[src/sv/lsc_pkg.sv]
`timescale 1ns / 1ps
// ----------------------------------------------------------------------------
// Link supervisor client package
// Shared widths, codes and the record passed from front to back end.
// ----------------------------------------------------------------------------
package lsc_pkg;

    localparam int MAC_W      = 48;
    localparam int MS_W       = 32;
    localparam int CFG_ADDR_W = 3;
    localparam int CFG_DATA_W = 48;
    localparam int MAX_RES    = 3;
    localparam int RES_CNT_W  = 2;
    localparam int ACT_W      = 3;
    localparam int MISS_W     = 2;

    localparam logic [MISS_W-1:0] MISS_SAT   = 2'd3;
    localparam logic [MISS_W-1:0] MISS_LIMIT = 2'd3;

    typedef logic [MAC_W-1:0] mac_t;
    typedef logic [MS_W-1:0]  ms_t;

    typedef enum logic [ACT_W-1:0] {
        ACT_ADVERTISE  = 3'd0,
        ACT_ADD_PEER   = 3'd1,
        ACT_HANDSHAKE  = 3'd2,
        ACT_CONNECTED  = 3'd3,
        ACT_HB_REQUEST = 3'd4,
        ACT_LINK_LOST  = 3'd5
    } action_t;

    typedef enum logic {
        OP_TICK    = 1'b0,
        OP_MESSAGE = 1'b1
    } opcode_t;

    typedef enum logic [1:0] {
        KIND_CONNECT   = 2'd0,
        KIND_ACK       = 2'd1,
        KIND_HEARTBEAT = 2'd2,
        KIND_OTHER     = 2'd3
    } msg_kind_t;

    typedef enum logic [CFG_ADDR_W-1:0] {
        REG_OWN_MAC         = 3'd0,
        REG_BROADCAST       = 3'd1,
        REG_ADV_INTERVAL    = 3'd2,
        REG_CHECK_INTERVAL  = 3'd3,
        REG_SILENCE_TIMEOUT = 3'd4
    } cfg_reg_t;

    typedef struct packed {
        logic [RES_CNT_W-1:0]              count;
        logic [MAX_RES-1:0][ACT_W-1:0]     act;
        logic [MAX_RES-1:0][MAC_W-1:0]     peer;
        logic [MAX_RES-1:0][MAC_W-1:0]     reply;
        logic                              running;
        logic                              advertising;
    } bundle_t;

    typedef struct packed {
        logic full;
        logic empty;
    } q_status_t;

endpackage

[src/sv/lsc_cfg_if.sv]
`timescale 1ns / 1ps
// ----------------------------------------------------------------------------
// Configuration write channel
// Register index and write data with a valid/ready handshake.
// ----------------------------------------------------------------------------
interface lsc_cfg_if;
    logic                           valid;
    logic                           ready;
    logic [lsc_pkg::CFG_ADDR_W-1:0] addr;
    logic [lsc_pkg::CFG_DATA_W-1:0] data;

    modport source (output valid, addr, data, input ready);
    modport sink   (input valid, addr, data, output ready);
endinterface

[src/sv/lsc_in_if.sv]
`timescale 1ns / 1ps
// ----------------------------------------------------------------------------
// Input item channel
// Millisecond tick or received message summary, valid/ready handshake.
// ----------------------------------------------------------------------------
interface lsc_in_if;
    logic                      valid;
    logic                      ready;
    logic                      opcode;
    logic [lsc_pkg::MS_W-1:0]  now_ms;
    logic [lsc_pkg::MAC_W-1:0] sender_mac;
    logic                      msg_ok;
    logic [1:0]                msg_kind;
    logic [lsc_pkg::MAC_W-1:0] msg_from;
    logic [lsc_pkg::MAC_W-1:0] msg_to;

    modport source (output valid, opcode, now_ms, sender_mac, msg_ok, msg_kind,
                    msg_from, msg_to, input ready);
    modport sink   (input valid, opcode, now_ms, sender_mac, msg_ok, msg_kind,
                    msg_from, msg_to, output ready);
endinterface

[src/sv/lsc_out_if.sv]
`timescale 1ns / 1ps
// ----------------------------------------------------------------------------
// Result channel
// One action per transaction, valid/ready handshake.
// ----------------------------------------------------------------------------
interface lsc_out_if;
    logic                      valid;
    logic                      ready;
    logic [lsc_pkg::ACT_W-1:0] action;
    logic [lsc_pkg::MAC_W-1:0] peer_addr;
    logic [lsc_pkg::MAC_W-1:0] reply_to;
    logic                      is_running;
    logic                      is_advertising;
    logic                      last;

    modport source (output valid, action, peer_addr, reply_to, is_running,
                    is_advertising, last, input ready);
    modport sink   (input valid, action, peer_addr, reply_to, is_running,
                    is_advertising, last, output ready);
endinterface

[src/sv/link_supervisor_client.sv]
`timescale 1ns / 1ps
// ----------------------------------------------------------------------------
// Link supervisor client
// Client side of a peer link: advertising, connection and heartbeat watch.
// ----------------------------------------------------------------------------
// cfg writes one of five registers (own address, broadcast address, advertise
// interval, check interval, silence timeout); it is always ready and must be
// written only while no item is in flight.
// item carries a millisecond tick or a received message summary. An item is
// taken in the same cycle it is offered while the action queue has room, so
// a new item can be accepted every cycle.
// result carries zero to three actions per item, the final one flagged by
// last. The first action passes through the action queue and then the
// output register; the output stage then issues one action per cycle while
// result.ready is high. The action queue (QUEUE_DEPTH records) and the
// output register set how far the input runs ahead.
// When result is stalled the output register holds, the queue fills and
// item.ready drops once it is full.
// Reset restores the register defaults, starts advertising with all stamps,
// the miss count and the server address cleared, and empties the queue.
// ----------------------------------------------------------------------------
module link_supervisor_client #(
    parameter int QUEUE_DEPTH = 2
) (
    input  logic        clk,
    input  logic        rst_n,
    lsc_cfg_if.sink     cfg,
    lsc_in_if.sink      item,
    lsc_out_if.source   result
);

    logic                push_valid;
    logic                push_ready;
    lsc_pkg::bundle_t    push_data;
    logic                head_valid;
    lsc_pkg::bundle_t    head;
    logic                pop;
    lsc_pkg::q_status_t  q_status;

    lsc_front u_front (
        .clk        (clk),
        .rst_n      (rst_n),
        .cfg        (cfg),
        .item       (item),
        .push_ready (push_ready),
        .push_valid (push_valid),
        .push_data  (push_data)
    );

    lsc_queue #(
        .DEPTH (QUEUE_DEPTH)
    ) u_queue (
        .clk        (clk),
        .rst_n      (rst_n),
        .push_valid (push_valid),
        .push_data  (push_data),
        .push_ready (push_ready),
        .head_valid (head_valid),
        .head       (head),
        .pop        (pop),
        .status     (q_status)
    );

    lsc_back u_back (
        .clk        (clk),
        .rst_n      (rst_n),
        .head_valid (head_valid),
        .head       (head),
        .pop        (pop),
        .result     (result)
    );

    a_no_push_when_full: assert property (@(posedge clk) disable iff (!rst_n)
        push_valid |-> !q_status.full)
        else $error("push into full action queue");

    a_lost_restarts_adv: assert property (@(posedge clk) disable iff (!rst_n)
        (result.valid && (result.action == lsc_pkg::ACT_LINK_LOST))
        |-> (!result.is_running && result.is_advertising && result.last))
        else $error("link lost without advertising restart");

    a_add_peer_not_last: assert property (@(posedge clk) disable iff (!rst_n)
        (result.valid && (result.action == lsc_pkg::ACT_ADD_PEER)) |-> !result.last)
        else $error("add peer not followed by handshake");

    a_handshake_stops_adv: assert property (@(posedge clk) disable iff (!rst_n)
        (result.valid && (result.action == lsc_pkg::ACT_HANDSHAKE))
        |-> (result.last && !result.is_advertising))
        else $error("handshake while still advertising");

endmodule

[src/sv/lsc_front.sv]
`timescale 1ns / 1ps
// ----------------------------------------------------------------------------
// Link supervisor front end
// Holds configuration and link state, classifies each item and builds the
// record of up to three actions it causes.
// ----------------------------------------------------------------------------
module lsc_front (
    input  logic                clk,
    input  logic                rst_n,
    lsc_cfg_if.sink             cfg,
    lsc_in_if.sink              item,
    input  logic                push_ready,
    output logic                push_valid,
    output lsc_pkg::bundle_t    push_data
);

    lsc_pkg::mac_t                   own_mac_reg;
    lsc_pkg::mac_t                   bcast_reg;
    lsc_pkg::ms_t                    adv_int_reg;
    lsc_pkg::ms_t                    chk_int_reg;
    lsc_pkg::ms_t                    sil_reg;

    logic                            adv_reg, adv_next;
    logic                            run_reg, run_next;
    lsc_pkg::ms_t                    adv_stamp_reg, adv_stamp_next;
    lsc_pkg::ms_t                    rcv_stamp_reg, rcv_stamp_next;
    lsc_pkg::ms_t                    chk_stamp_reg, chk_stamp_next;
    logic [lsc_pkg::MISS_W-1:0]      miss_reg, miss_next;
    lsc_pkg::mac_t                   server_reg, server_next;

    logic                            accept;
    lsc_pkg::ms_t                    rcv_eff;
    logic [lsc_pkg::MISS_W-1:0]      miss_inc;
    logic [lsc_pkg::RES_CNT_W-1:0]   n;
    lsc_pkg::bundle_t                b;

    assign cfg.ready  = 1'b1;
    assign item.ready = push_ready;
    assign accept     = item.valid && push_ready;

    always_comb
    begin
        adv_next       = adv_reg;
        run_next       = run_reg;
        adv_stamp_next = adv_stamp_reg;
        rcv_stamp_next = rcv_stamp_reg;
        chk_stamp_next = chk_stamp_reg;
        miss_next      = miss_reg;
        server_next    = server_reg;
        rcv_eff        = rcv_stamp_reg;
        miss_inc       = miss_reg;
        n              = '0;
        b              = '0;
        if (accept)
        begin
            if (item.opcode == lsc_pkg::OP_TICK)
            begin
                if (adv_reg)
                begin
                    rcv_eff        = item.now_ms;
                    rcv_stamp_next = item.now_ms;
                    if ((item.now_ms - adv_stamp_reg) > adv_int_reg)
                    begin
                        adv_stamp_next = item.now_ms;
                        b.act[n]       = lsc_pkg::ACT_ADVERTISE;
                        b.peer[n]      = bcast_reg;
                        b.reply[n]     = bcast_reg;
                        n              = n + 2'd1;
                    end
                end
                if (run_reg && ((item.now_ms - chk_stamp_reg) > chk_int_reg))
                begin
                    chk_stamp_next = item.now_ms;
                    if ((item.now_ms - rcv_eff) > sil_reg)
                    begin
                        b.act[n]   = lsc_pkg::ACT_HB_REQUEST;
                        b.peer[n]  = server_reg;
                        b.reply[n] = '0;
                        n          = n + 2'd1;
                        miss_inc   = (miss_reg == lsc_pkg::MISS_SAT) ? miss_reg
                                                                      : miss_reg + 2'd1;
                        miss_next  = miss_inc;
                        if (miss_inc >= lsc_pkg::MISS_LIMIT)
                        begin
                            server_next    = '0;
                            run_next       = 1'b0;
                            adv_next       = 1'b1;
                            adv_stamp_next = '0;
                            b.act[n]       = lsc_pkg::ACT_LINK_LOST;
                            b.peer[n]      = server_reg;
                            b.reply[n]     = '0;
                            n              = n + 2'd1;
                        end
                    end
                end
            end
            else if ((item.sender_mac != own_mac_reg) && item.msg_ok)
            begin
                rcv_stamp_next = item.now_ms;
                unique case (lsc_pkg::msg_kind_t'(item.msg_kind))
                    lsc_pkg::KIND_CONNECT:
                    begin
                        if (item.msg_to == own_mac_reg)
                        begin
                            b.act[0]   = lsc_pkg::ACT_ADD_PEER;
                            b.peer[0]  = item.msg_from;
                            b.reply[0] = '0;
                            b.act[1]   = lsc_pkg::ACT_HANDSHAKE;
                            b.peer[1]  = item.msg_from;
                            b.reply[1] = item.sender_mac;
                            n          = 2'd2;
                            adv_next   = 1'b0;
                        end
                    end
                    lsc_pkg::KIND_ACK:
                    begin
                        run_next    = 1'b1;
                        server_next = item.msg_from;
                        b.act[0]    = lsc_pkg::ACT_CONNECTED;
                        b.peer[0]   = item.msg_from;
                        b.reply[0]  = '0;
                        n           = 2'd1;
                    end
                    lsc_pkg::KIND_HEARTBEAT:
                    begin
                        miss_next = '0;
                    end
                    default:
                    begin
                    end
                endcase
            end
        end
        b.count       = n;
        b.running     = run_next;
        b.advertising = adv_next;
    end

    assign push_valid = accept && (n != '0);
    assign push_data  = b;

    always_ff @(posedge clk or negedge rst_n)
    begin
        if (!rst_n)
        begin
            own_mac_reg <= '0;
            bcast_reg   <= '1;
            adv_int_reg <= 32'd1000;
            chk_int_reg <= 32'd1000;
            sil_reg     <= 32'd3000;
        end
        else if (cfg.valid)
        begin
            unique case (cfg.addr)
                lsc_pkg::REG_OWN_MAC:         own_mac_reg <= cfg.data;
                lsc_pkg::REG_BROADCAST:       bcast_reg   <= cfg.data;
                lsc_pkg::REG_ADV_INTERVAL:    adv_int_reg <= cfg.data[lsc_pkg::MS_W-1:0];
                lsc_pkg::REG_CHECK_INTERVAL:  chk_int_reg <= cfg.data[lsc_pkg::MS_W-1:0];
                lsc_pkg::REG_SILENCE_TIMEOUT: sil_reg     <= cfg.data[lsc_pkg::MS_W-1:0];
                default:
                begin
                end
            endcase
        end
    end

    always_ff @(posedge clk or negedge rst_n)
    begin
        if (!rst_n)
        begin
            adv_reg       <= 1'b1;
            run_reg       <= 1'b0;
            adv_stamp_reg <= '0;
            rcv_stamp_reg <= '0;
            chk_stamp_reg <= '0;
            miss_reg      <= '0;
            server_reg    <= '0;
        end
        else
        begin
            adv_reg       <= adv_next;
            run_reg       <= run_next;
            adv_stamp_reg <= adv_stamp_next;
            rcv_stamp_reg <= rcv_stamp_next;
            chk_stamp_reg <= chk_stamp_next;
            miss_reg      <= miss_next;
            server_reg    <= server_next;
        end
    end

endmodule

[src/sv/lsc_queue.sv]
`timescale 1ns / 1ps
// ----------------------------------------------------------------------------
// Link supervisor action queue
// Short first-in first-out store of action records between front and back.
// ----------------------------------------------------------------------------
module lsc_queue #(
    parameter int DEPTH = 2
) (
    input  logic                clk,
    input  logic                rst_n,
    input  logic                push_valid,
    input  lsc_pkg::bundle_t    push_data,
    output logic                push_ready,
    output logic                head_valid,
    output lsc_pkg::bundle_t    head,
    input  logic                pop,
    output lsc_pkg::q_status_t  status
);

    localparam int PTR_W = (DEPTH > 1) ? $clog2(DEPTH) : 1;
    localparam int CNT_W = $clog2(DEPTH + 1);

    lsc_pkg::bundle_t   fifo_reg [DEPTH];
    logic [PTR_W-1:0]   wr_ptr_reg, wr_ptr_next;
    logic [PTR_W-1:0]   rd_ptr_reg, rd_ptr_next;
    logic [CNT_W-1:0]   count_reg, count_next;

    assign push_ready   = (count_reg != CNT_W'(DEPTH));
    assign head_valid   = (count_reg != '0);
    assign head         = fifo_reg[rd_ptr_reg];
    assign status.full  = !push_ready;
    assign status.empty = !head_valid;

    always_comb
    begin
        wr_ptr_next = wr_ptr_reg;
        rd_ptr_next = rd_ptr_reg;
        if (push_valid)
        begin
            wr_ptr_next = (wr_ptr_reg == PTR_W'(DEPTH - 1)) ? '0 : wr_ptr_reg + 1'b1;
        end
        if (pop)
        begin
            rd_ptr_next = (rd_ptr_reg == PTR_W'(DEPTH - 1)) ? '0 : rd_ptr_reg + 1'b1;
        end
        case ({push_valid, pop})
            2'b10:   count_next = count_reg + 1'b1;
            2'b01:   count_next = count_reg - 1'b1;
            default: count_next = count_reg;
        endcase
    end

    always_ff @(posedge clk)
    begin
        if (push_valid)
        begin
            fifo_reg[wr_ptr_reg] <= push_data;
        end
    end

    always_ff @(posedge clk or negedge rst_n)
    begin
        if (!rst_n)
        begin
            wr_ptr_reg <= '0;
            rd_ptr_reg <= '0;
            count_reg  <= '0;
        end
        else
        begin
            wr_ptr_reg <= wr_ptr_next;
            rd_ptr_reg <= rd_ptr_next;
            count_reg  <= count_next;
        end
    end

endmodule

[src/sv/lsc_back.sv]
`timescale 1ns / 1ps
// ----------------------------------------------------------------------------
// Link supervisor back end
// Walks the head record one action at a time into the output register.
// ----------------------------------------------------------------------------
module lsc_back (
    input  logic                clk,
    input  logic                rst_n,
    input  logic                head_valid,
    input  lsc_pkg::bundle_t    head,
    output logic                pop,
    lsc_out_if.source           result
);

    logic [lsc_pkg::RES_CNT_W-1:0] slot_reg, slot_next;
    logic                          out_valid_reg;
    logic [lsc_pkg::ACT_W-1:0]     action_reg;
    lsc_pkg::mac_t                 peer_reg;
    lsc_pkg::mac_t                 reply_reg;
    logic                          running_reg;
    logic                          adv_reg;
    logic                          last_reg;
    logic                          load;
    logic                          final_slot;

    assign load       = head_valid && (!out_valid_reg || result.ready);
    assign final_slot = (slot_reg == (head.count - 2'd1));
    assign pop        = load && final_slot;
    assign slot_next  = final_slot ? '0 : slot_reg + 2'd1;

    assign result.valid          = out_valid_reg;
    assign result.action         = action_reg;
    assign result.peer_addr      = peer_reg;
    assign result.reply_to       = reply_reg;
    assign result.is_running     = running_reg;
    assign result.is_advertising = adv_reg;
    assign result.last           = last_reg;

    always_ff @(posedge clk or negedge rst_n)
    begin
        if (!rst_n)
        begin
            slot_reg      <= '0;
            out_valid_reg <= 1'b0;
        end
        else if (load)
        begin
            slot_reg      <= slot_next;
            out_valid_reg <= 1'b1;
        end
        else if (result.ready)
        begin
            out_valid_reg <= 1'b0;
        end
    end

    always_ff @(posedge clk)
    begin
        if (load)
        begin
            action_reg  <= head.act[slot_reg];
            peer_reg    <= head.peer[slot_reg];
            reply_reg   <= head.reply[slot_reg];
            running_reg <= head.running;
            adv_reg     <= head.advertising;
            last_reg    <= final_slot;
        end
    end

endmodule
[src/flat_wrapper.sv]
// flat-port wrapper written by rule: the top's interface ports become plain ports
module link_supervisor_client_flat 
#(
    parameter int QUEUE_DEPTH = 2
)
  (clk, rst_n, cfg_valid, cfg_addr, cfg_data, cfg_ready, item_valid, item_opcode, item_now_ms, item_sender_mac, item_msg_ok, item_msg_kind, item_msg_from, item_msg_to, item_ready, result_valid, result_action, result_peer_addr, result_reply_to, result_is_running, result_is_advertising, result_last, result_ready);
  lsc_cfg_if cfg_i ();
  lsc_in_if item_i ();
  lsc_out_if result_i ();
  input  logic clk;
  input  logic rst_n;
  input wire logic [$bits(cfg_i.valid)-1:0] cfg_valid;
  input wire logic [$bits(cfg_i.addr)-1:0] cfg_addr;
  input wire logic [$bits(cfg_i.data)-1:0] cfg_data;
  output wire logic [$bits(cfg_i.ready)-1:0] cfg_ready;
  input wire logic [$bits(item_i.valid)-1:0] item_valid;
  input wire logic [$bits(item_i.opcode)-1:0] item_opcode;
  input wire logic [$bits(item_i.now_ms)-1:0] item_now_ms;
  input wire logic [$bits(item_i.sender_mac)-1:0] item_sender_mac;
  input wire logic [$bits(item_i.msg_ok)-1:0] item_msg_ok;
  input wire logic [$bits(item_i.msg_kind)-1:0] item_msg_kind;
  input wire logic [$bits(item_i.msg_from)-1:0] item_msg_from;
  input wire logic [$bits(item_i.msg_to)-1:0] item_msg_to;
  output wire logic [$bits(item_i.ready)-1:0] item_ready;
  output wire logic [$bits(result_i.valid)-1:0] result_valid;
  output wire logic [$bits(result_i.action)-1:0] result_action;
  output wire logic [$bits(result_i.peer_addr)-1:0] result_peer_addr;
  output wire logic [$bits(result_i.reply_to)-1:0] result_reply_to;
  output wire logic [$bits(result_i.is_running)-1:0] result_is_running;
  output wire logic [$bits(result_i.is_advertising)-1:0] result_is_advertising;
  output wire logic [$bits(result_i.last)-1:0] result_last;
  input wire logic [$bits(result_i.ready)-1:0] result_ready;
  assign cfg_i.valid = cfg_valid;
  assign cfg_i.addr = cfg_addr;
  assign cfg_i.data = cfg_data;
  assign cfg_ready = cfg_i.ready;
  assign item_i.valid = item_valid;
  assign item_i.opcode = item_opcode;
  assign item_i.now_ms = item_now_ms;
  assign item_i.sender_mac = item_sender_mac;
  assign item_i.msg_ok = item_msg_ok;
  assign item_i.msg_kind = item_msg_kind;
  assign item_i.msg_from = item_msg_from;
  assign item_i.msg_to = item_msg_to;
  assign item_ready = item_i.ready;
  assign result_valid = result_i.valid;
  assign result_action = result_i.action;
  assign result_peer_addr = result_i.peer_addr;
  assign result_reply_to = result_i.reply_to;
  assign result_is_running = result_i.is_running;
  assign result_is_advertising = result_i.is_advertising;
  assign result_last = result_i.last;
  assign result_i.ready = result_ready;
  link_supervisor_client #(.QUEUE_DEPTH(QUEUE_DEPTH)) u_core (.clk(clk), .rst_n(rst_n), .cfg(cfg_i), .item(item_i), .result(result_i));
endmodule
[config.mk]
export PLATFORM = sky130hd
export DESIGN_NAME = link_supervisor_client_flat
export DESIGN_NICKNAME = d
export VERILOG_FILES = /design/src/sv/lsc_pkg.sv /design/src/sv/lsc_cfg_if.sv /design/src/sv/lsc_in_if.sv /design/src/sv/lsc_out_if.sv /design/src/sv/link_supervisor_client.sv /design/src/sv/lsc_front.sv /design/src/sv/lsc_queue.sv /design/src/sv/lsc_back.sv /design/src/flat_wrapper.sv
export SDC_FILE = /design/constraint.sdc
export NUM_CORES = 2
export LEC_CHECK = 0
export BUFFER_PORTS_ARGS = -buffer_cell sky130_fd_sc_hd__buf_4
export CORE_MARGIN = 2
export CORE_UTILIZATION = 30
export CTS_CLUSTER_SIZE = 25
export DETAILED_ROUTE_END_ITERATION = 12
export GPL_ROUTABILITY_DRIVEN = 0
export GPL_TIMING_DRIVEN = 0
export RECOVER_POWER = 100
export SYNTH_ARGS = -nofsm -noshare
export SYNTH_HDL_FRONTEND = slang
export SYNTH_SLANG_ARGS = --single-unit
[constraint.sdc]
create_clock -name clk -period 23.2 [get_ports clk]
set_input_delay 4.64 -clock clk [delete_from_list [all_inputs] [get_ports clk]]
set_output_delay 4.64 -clock clk [all_outputs]
set_load 0.02 [all_outputs]
Word level (Yosys, flattened, before mapping)
Memory sizes are Yosys's and may differ from the RTL's.
Index checks and enable logic that the tools add are counted.
W data, S select, Z words.
{ "totals": {"regBits": 449, "ram_bits": 602, "inputBits": 236, "out_inout_bits": 105, "wordCells": 202, "memories": 1} }
{ "classes": {"addsub": 12, "order_cmp": 9, "eq_ne": 16, "n_mux": 101, "n_bitwise": 11, "n_reduce_logical": 29} }
{ "mem_list": {"columns": ["name", "depth", "width", "rd", "rd_clocked_by_memory_dff", "wr", "line_no", "text"], "rows": [
  ["u_core.u_queue.fifo_reg", 2, 301, 1, 0, 1, "lsc_queue.sv:23", "lsc_pkg::bundle_t fifo_reg [DEPTH];"]
]} }
{ "op_table": {"columns": ["operator", "count"], "rows": [
  ["$mux W297", 4],
  ["$mux W48", 19],
  ["$mux W96", 6],
  ["$mux W32", 10],
  ["$bwmux W144", 2],
  ["$not A144 Y144", 2],
  ["$bmux W48 S2", 2],
  ["$demux W48 S2", 2],
  ["$and A144 B144 Y144", 1],
  ["$and A48 B144 Y144", 1],
  ["$gt A32 B32 Y1", 3],
  ["$pmux W48 S2", 1],
  ["$sub A32 B32 Y32", 3],
  ["$eq A48 B48 Y1", 1],
  ["$ne A48 B48 Y1", 1],
  ["$mux W2", 16],
  ["$mux W1", 23],
  ["$mux W3", 7],
  ["$reduce_and A2 Y1", 7],
  ["$reduce_bool A2 Y1", 7],
  ["$demux W3 S2", 2],
  ["$mux W6", 2],
  ["$add A2 B1 Y2 const B", 5],
  ["$lt A2 B3 Y1 const B", 3],
  ["31 further kinds", 48]
]} }

Logic depth before layout (Yosys ltp)
{ "depth": {"ltp_word": 18, "mapped_depth": 29, "depth_no_buf": 29} }

By module
A second synthesis with hierarchy kept.
{ "unflattened": {"cells_unflattened": 3765, "area_unflattened_um2": 52160.0} }
{ "by_module_without_submodules": {"columns": ["mod", "n_inst", "cells_per_inst", "area_each_um2", "seq_area_each_um2"], "rows": [
  ["lsc_front", 1, 2355, 23437.5, 8593.2],
  ["lsc_queue", 1, 955, 23274.8, 18177.4],
  ["lsc_back", 1, 455, 5447.7, 3138.0]
]} }

Worst setup path after synthesis
No wires, ideal clock.
{ "synth_path": {"path_kind": "input port to flip-flop", "from": "input item_now_ms[0]", "to": "memory u_core.u_queue.fifo_reg[1][0] (netlist name), enable pin", "setup_ps": 895, "t_arrival_ps": 19998, "required_ps": 22305, "path_slack_ps": 2307, "path_stages": 25, "path_buffers": 0, "cell_sequence": "inv_1 ha_1 inv_1 fa_1 a211oi_1 o21ai_0 a31oi_1 o211ai_1 a41oi_1 o21ai_0 a21oi_1 o21ai_0 xor2_1 ha_1 nand4_1 or2_1 nor4_2 a2111oi_2 nor2_1 inv_2 ha_1 nor2_1 mux2i_1 nor3b_2 nor2b_1"} }
{ "synth_between": {"elab_chain_cells": 17, "word_cells_on_any_way": 25, "classes_between": "5 x add/sub; 3 x order compare; 14 x mux; 3 x reduce/logical"} }
{ "synth_lines": {"columns": ["element", "line_no", "text"], "rows": [
  ["start, declared", "flat_wrapper.sv:18", "input wire logic [$bits(item_i.now_ms)-1:0] item_now_ms;"],
  ["$sub A32 B32 Y32", "lsc_front.sv:62", "if ((item.now_ms - adv_stamp_reg) > adv_int_reg)"],
  ["$gt A32 B32 Y1", "lsc_front.sv:62", null],
  ["$mux W1", "lsc_front.sv:62", null],
  ["$mux W1", "lsc_front.sv:58", "if (adv_reg)"],
  ["$mux W2", "lsc_front.sv:56", "if (item.opcode == lsc_pkg::OP_TICK)"],
  ["$mux W2", "lsc_front.sv:54", "if (accept)"],
  ["$add A2 B1 Y2", "lsc_front.sv:79", "n = n + 2'd1;"],
  ["$add A2 B1 Y2", "lsc_front.sv:92", "n = n + 2'd1;"],
  ["$mux W2", "lsc_front.sv:83", "if (miss_inc >= lsc_pkg::MISS_LIMIT)"],
  ["$mux W2", "lsc_front.sv:74", "if ((item.now_ms - rcv_eff) > sil_reg)"],
  ["$mux W2 *", "lsc_front.sv:71", "if (run_reg && ((item.now_ms - chk_stamp_reg) > chk_int_reg))"],
  ["$mux W2 *", "lsc_front.sv:56", null],
  ["$mux W2 *", "lsc_front.sv:54", null],
  ["$reduce_bool A2 Y1 *", "lsc_front.sv:139", "assign push_valid = accept && (n != '0);"],
  ["$logic_and A1 B1 Y1 *", "lsc_front.sv:139", null],
  ["$mux W1 *", "lsc_queue.sv:55", "if (push_valid)"],
  ["$mux W1 (not written as such) *", "lsc_queue.sv:57", "fifo_reg[wr_ptr_reg] <= push_data;"],
  ["end, declared", "lsc_queue.sv:23", null]
]} }
Mark *: on every way between the ends. The rest lies on a longest branch, timed or not. The select of a mux whose other input is x is not followed.

Worst setup path in the final report
{ "layout_path": {"from": "input item_now_ms[0]", "to": "memory u_core.u_queue.fifo_reg[0][26] (netlist name), enable pin"} }
Same word-level chain as after synthesis.

==> impl_metrics.csv <==
group,metric,value,unit
synth,synth_edf_count,604,
synth,synth_top_area_frac,0.396,
clock_network,root_buffer,"clkbuf_16",
timing,slew_violations,651,
timing,setup_viol,0,
status,violations,"max-capacitance violations, max-slew violations",
synth,yosys.area.top_type,"edfxtp_1",
hold_path,min_path_type,"register to register",
final_layout,drive_gt1_frac,0.196,
synth,synth_area_leaders,"edfxtp_1 (40%), dfrtp_1 (15%), ha_1 (5.2%)",
timing,tightestPinTransition,5.70,ns
status,status,"finished with violations",
pwr,p_leak,0.0208,uW
global_route,grt_pass1_wl,209000,um
pwr,p_clk_frac,0.245,
setup_path,critical_path_buf_inv_count,5,
clock_network,clk_pin_slew,0.06,ns
final_layout,final_area,0.0541,mm2
timing,setup_ws,7.60,ns
setup_path,worst-endpoint-arrival,15.92,ns
synth,syn_avg_cell_area,13.3,um2
final_layout,largest_register_ffs,502,
clock_network,clock_path_buffers,3,
timing,relSlewSlack,-2.80,
setup_path,crit_slowest_cell,"a211oi_1",
synth,synth.net_count,3875,
final_layout,area_growth,17.9,%
routing,postRouteAntennaNets,0,
setup_path,cpMostUsedCell,"clkbuf_1",
routing,vias_per_cell,5.05,
routing,num_vias,30500,
floorplanning,initial_core_util,0.302,
setup_path,critical_path_peak_fanout,24,
global_route,grt_overflow,0,
clock_network,ctsResizeCount,0,
pwr,ir_drop,0.0683,mV
placement,place_hpwl,112000,um
timing,finalCriticalPeriod,15.60,ns
pwr,switchingPower,2500,uW
floorplanning,rows,143,
clock_network,clk_latency,0.73,ns
floorplanning,die_w,395,um
routing,wl_per_cell,24.2,um
setup_path,start_kind,"input pin",
placement,placed_cell_area,0.0515,mm2
setup_path,cp_top_family,"compound AO/OA/AOI/OAI gates",
floorplanning,die_h,395,um
synth,ys_ff_latch,951,
synth,ys_seq_area_frac,0.587,
synth,yosysUniqueCellTypes,86,
synth,yosysWarnings,0,
routing,dr.pass1.iters,8,
pwr,total_power,6930,uW
synth,yosysMostFrequentCell,"edfxtp_1",
pwr,sequentialPowerShare,0.391,
synth,synth_common_cells,"edfxtp_1 (604), dfrtp_1 (279), inv_1 (247), mux2_2 (197), ha_1 (192)",
floorplanning,dieArea,0.156,mm2
global_route,grt_max_degree,101,
timing,fin_hold_ws,0.490,ns
timing,clock_skew,0.0459,ns
clock_network,cts.sinks,951,
pwr,pwr-share-comb,0.364,
final_layout,fillCellCount,14900,
routing,first_iter_violations,2803,
floorplanning,ioPinCount,341,
job,timing.max_cap.violations,16,
synth,async_reset_ff_frac,0.365,
timing,max_freq,64.1,MHz
clock_network,cts_setup_buffers,0,
pwr,sw_frac_of_total,0.361,
global_route,antenna_found_initial,43,
synth,syn_area,0.0459,mm2
timing,rsz0062_at_grt,"false",
clock_network,holdBufCountCts,0,
placement,post-place-ws,10.65,ns
floorplanning,core_area,0.152,mm2
placement,port-buffer-count,338,
pwr,pwr_density_cell,128,mW/mm2
synth,postSynthCellCount,3444,
timing,min_period_over_period,0.673,
setup_path,cp-end-kind,"register",
pwr,p_int,4430,uW
routing,totalWireLength,146000,um
routing,drc,0,
timing,hold_viol_final,0,
setup_path,critical_path.max_stage_delay,1.28,ns
global_route,grt_pass1_vias,30300,
global_route,grt_usage,0.184,
setup_path,critPathKind,"input pin to register",
setup_path,required,23.51,ns
clock_network,cts_tree,"built",
clock_network,h-tree-depth,3,
final_layout,layout.nets,4342,
synth,synth_flop_cell,"edfxtp_1",
clock_network,cts_buffers,103,
power groups by stage:
stage / Clock, uW / Sequential [uW] / Combinational (uW)
2_1_floorplan: 0 / 2850 / 1650
3_3_place_gp: 0 / 2890 / 2580
3_5_place_dp: 0 / 2710 / 2690
4_1_cts: 1730 / 2680 / 2700
5_1_grt: 1800 / 2760 / 2760
6_report: 1700 / 2710 / 2520
final timing paths:
path	from	cells past startpoint	slack [ns]	endpoint
max in group asynchronous	rst_n	2	10.17	u_core.u_front.server_reg[44]$_DFFE_PN0P_
hold / removal	u_core.u_front.chk_stamp_reg[0]$_DFFE_PN0P_	2	0.49	u_core.u_front.chk_stamp_reg[0]$_DFFE_PN0P_
min in group asynchronous	rst_n	1	5.71	u_core.u_front.rcv_stamp_reg[28]$_DFFE_PN0P_
setup / recovery	item_now_ms[0]	27	7.60	u_core.u_queue.fifo_reg[0][26]$_DFFE_PP_
hold reg to reg	u_core.u_front.chk_stamp_reg[0]$_DFFE_PN0P_	2	0.49	u_core.u_front.chk_stamp_reg[0]$_DFFE_PN0P_
setup reg to reg	u_core.u_front.adv_reg$_DFF_PN1_	26	10.07	u_core.u_queue.fifo_reg[0][26]$_DFFE_PP_
per-layer routing:
| layer | global-route usage | wire length [um] | vias up |
|---|---|---|---|
| met2 | 0.289 | 66600 | 1176 |
| li1 | - | - | 13700 |
| met4 | 0.0399 | 2820 | 36 |
| met1 | 0.251 | 62800 | 15300 |
| met5 | 0 | 233 | - |
| met3 | 0.0526 | 13600 | 188 |
placed cells by master (no fill, tap or decap), types with 40 or more instances in the layout:
master,instances
o21ai_0,123
a21oi_1,109
clkbuf_16,104
xnor2_1,118
and2_0,144
edfxtp_1,604
mux4_2,99
ha_1,192
a222oi_1,48
dfstp_2,68
a22oi_1,49
clkbuf_1,297
mux2_2,195
inv_1,247
a22o_1,80
buf_4,229
mux2i_1,84
nor2_1,174
dfrtp_1,279
nor2b_1,68
a21o_1,46
o22ai_1,49
nand2_1,142
xor2_1,56
nand4_1,40
worst reg2reg max path, cell delays in order, from the launching register on:
cell       delay, ns
dfstp_2         0.52
clkbuf_1        0.72
clkbuf_1        0.61
mux2i_1         0.24
fa_1            0.45
a21o_1          0.17
a21oi_1         0.26
o211ai_1        0.19
a211oi_1        0.45
o21ai_0         0.25
a41oi_1         0.49
o21bai_1        0.19
a311oi_1        0.33
xnor2_1         0.12
ha_1            0.29
and4_1          0.21
nand2_1         0.10
nor4_1          0.65
nand2b_1        0.12
a2bb2oi_1       0.33
a211oi_1        1.28
mux2i_1         0.35
nor3b_1         0.30
nor2_1          0.93
clkbuf_1        1.07
clkbuf_1        0.91
clkbuf_1        1.15
through the flow:
step	utilization	std cells	setup TNS, ns
4_1_cts	0.362	6031	0
5_1_grt	0.356	6035	0
3_5_place_dp	0.339	5836	0
2_1_floorplan	-	3444	0
6_report	0.356	6037	0
3_3_place_gp	0.335	5812	-3046.49
logic make-up (layout without fill, tap and decap cells):
logic type / count (synthesis) / in the layout / synth area share
other: 1 / 7 / 0.0000818
AOI/OAI and AO/OA: 626 / 626 / 0.0968
DFF: 951 / 951 / 0.587
and+or+nand+nor: 712 / 712 / 0.0796
xor gates and xnor gates: 174 / 174 / 0.0332
adders and majority gates: 195 / 195 / 0.0537
muxes: 380 / 380 / 0.115
buffers and inverters: 405 / 962 / 0.0345
final cells by class:
type / instances / area [um2] / share of cell area
flip-flops and latches: 951 / 26900 / 0.498
multi-input cells: 2088 / 17300 / 0.320
clock buffers: 134 / 2850 / 0.0526
well taps: 2030 / 2540 / 0.0470
repair buffers: 362 / 2240 / 0.0414
inverters: 248 / 932 / 0.0172
clock inverters: 61 / 668 / 0.0124
plain buffers: 157 / 598 / 0.0111
diodes: 6 / 15.0 / 0.000278
(Power assumes the default switching activity.)
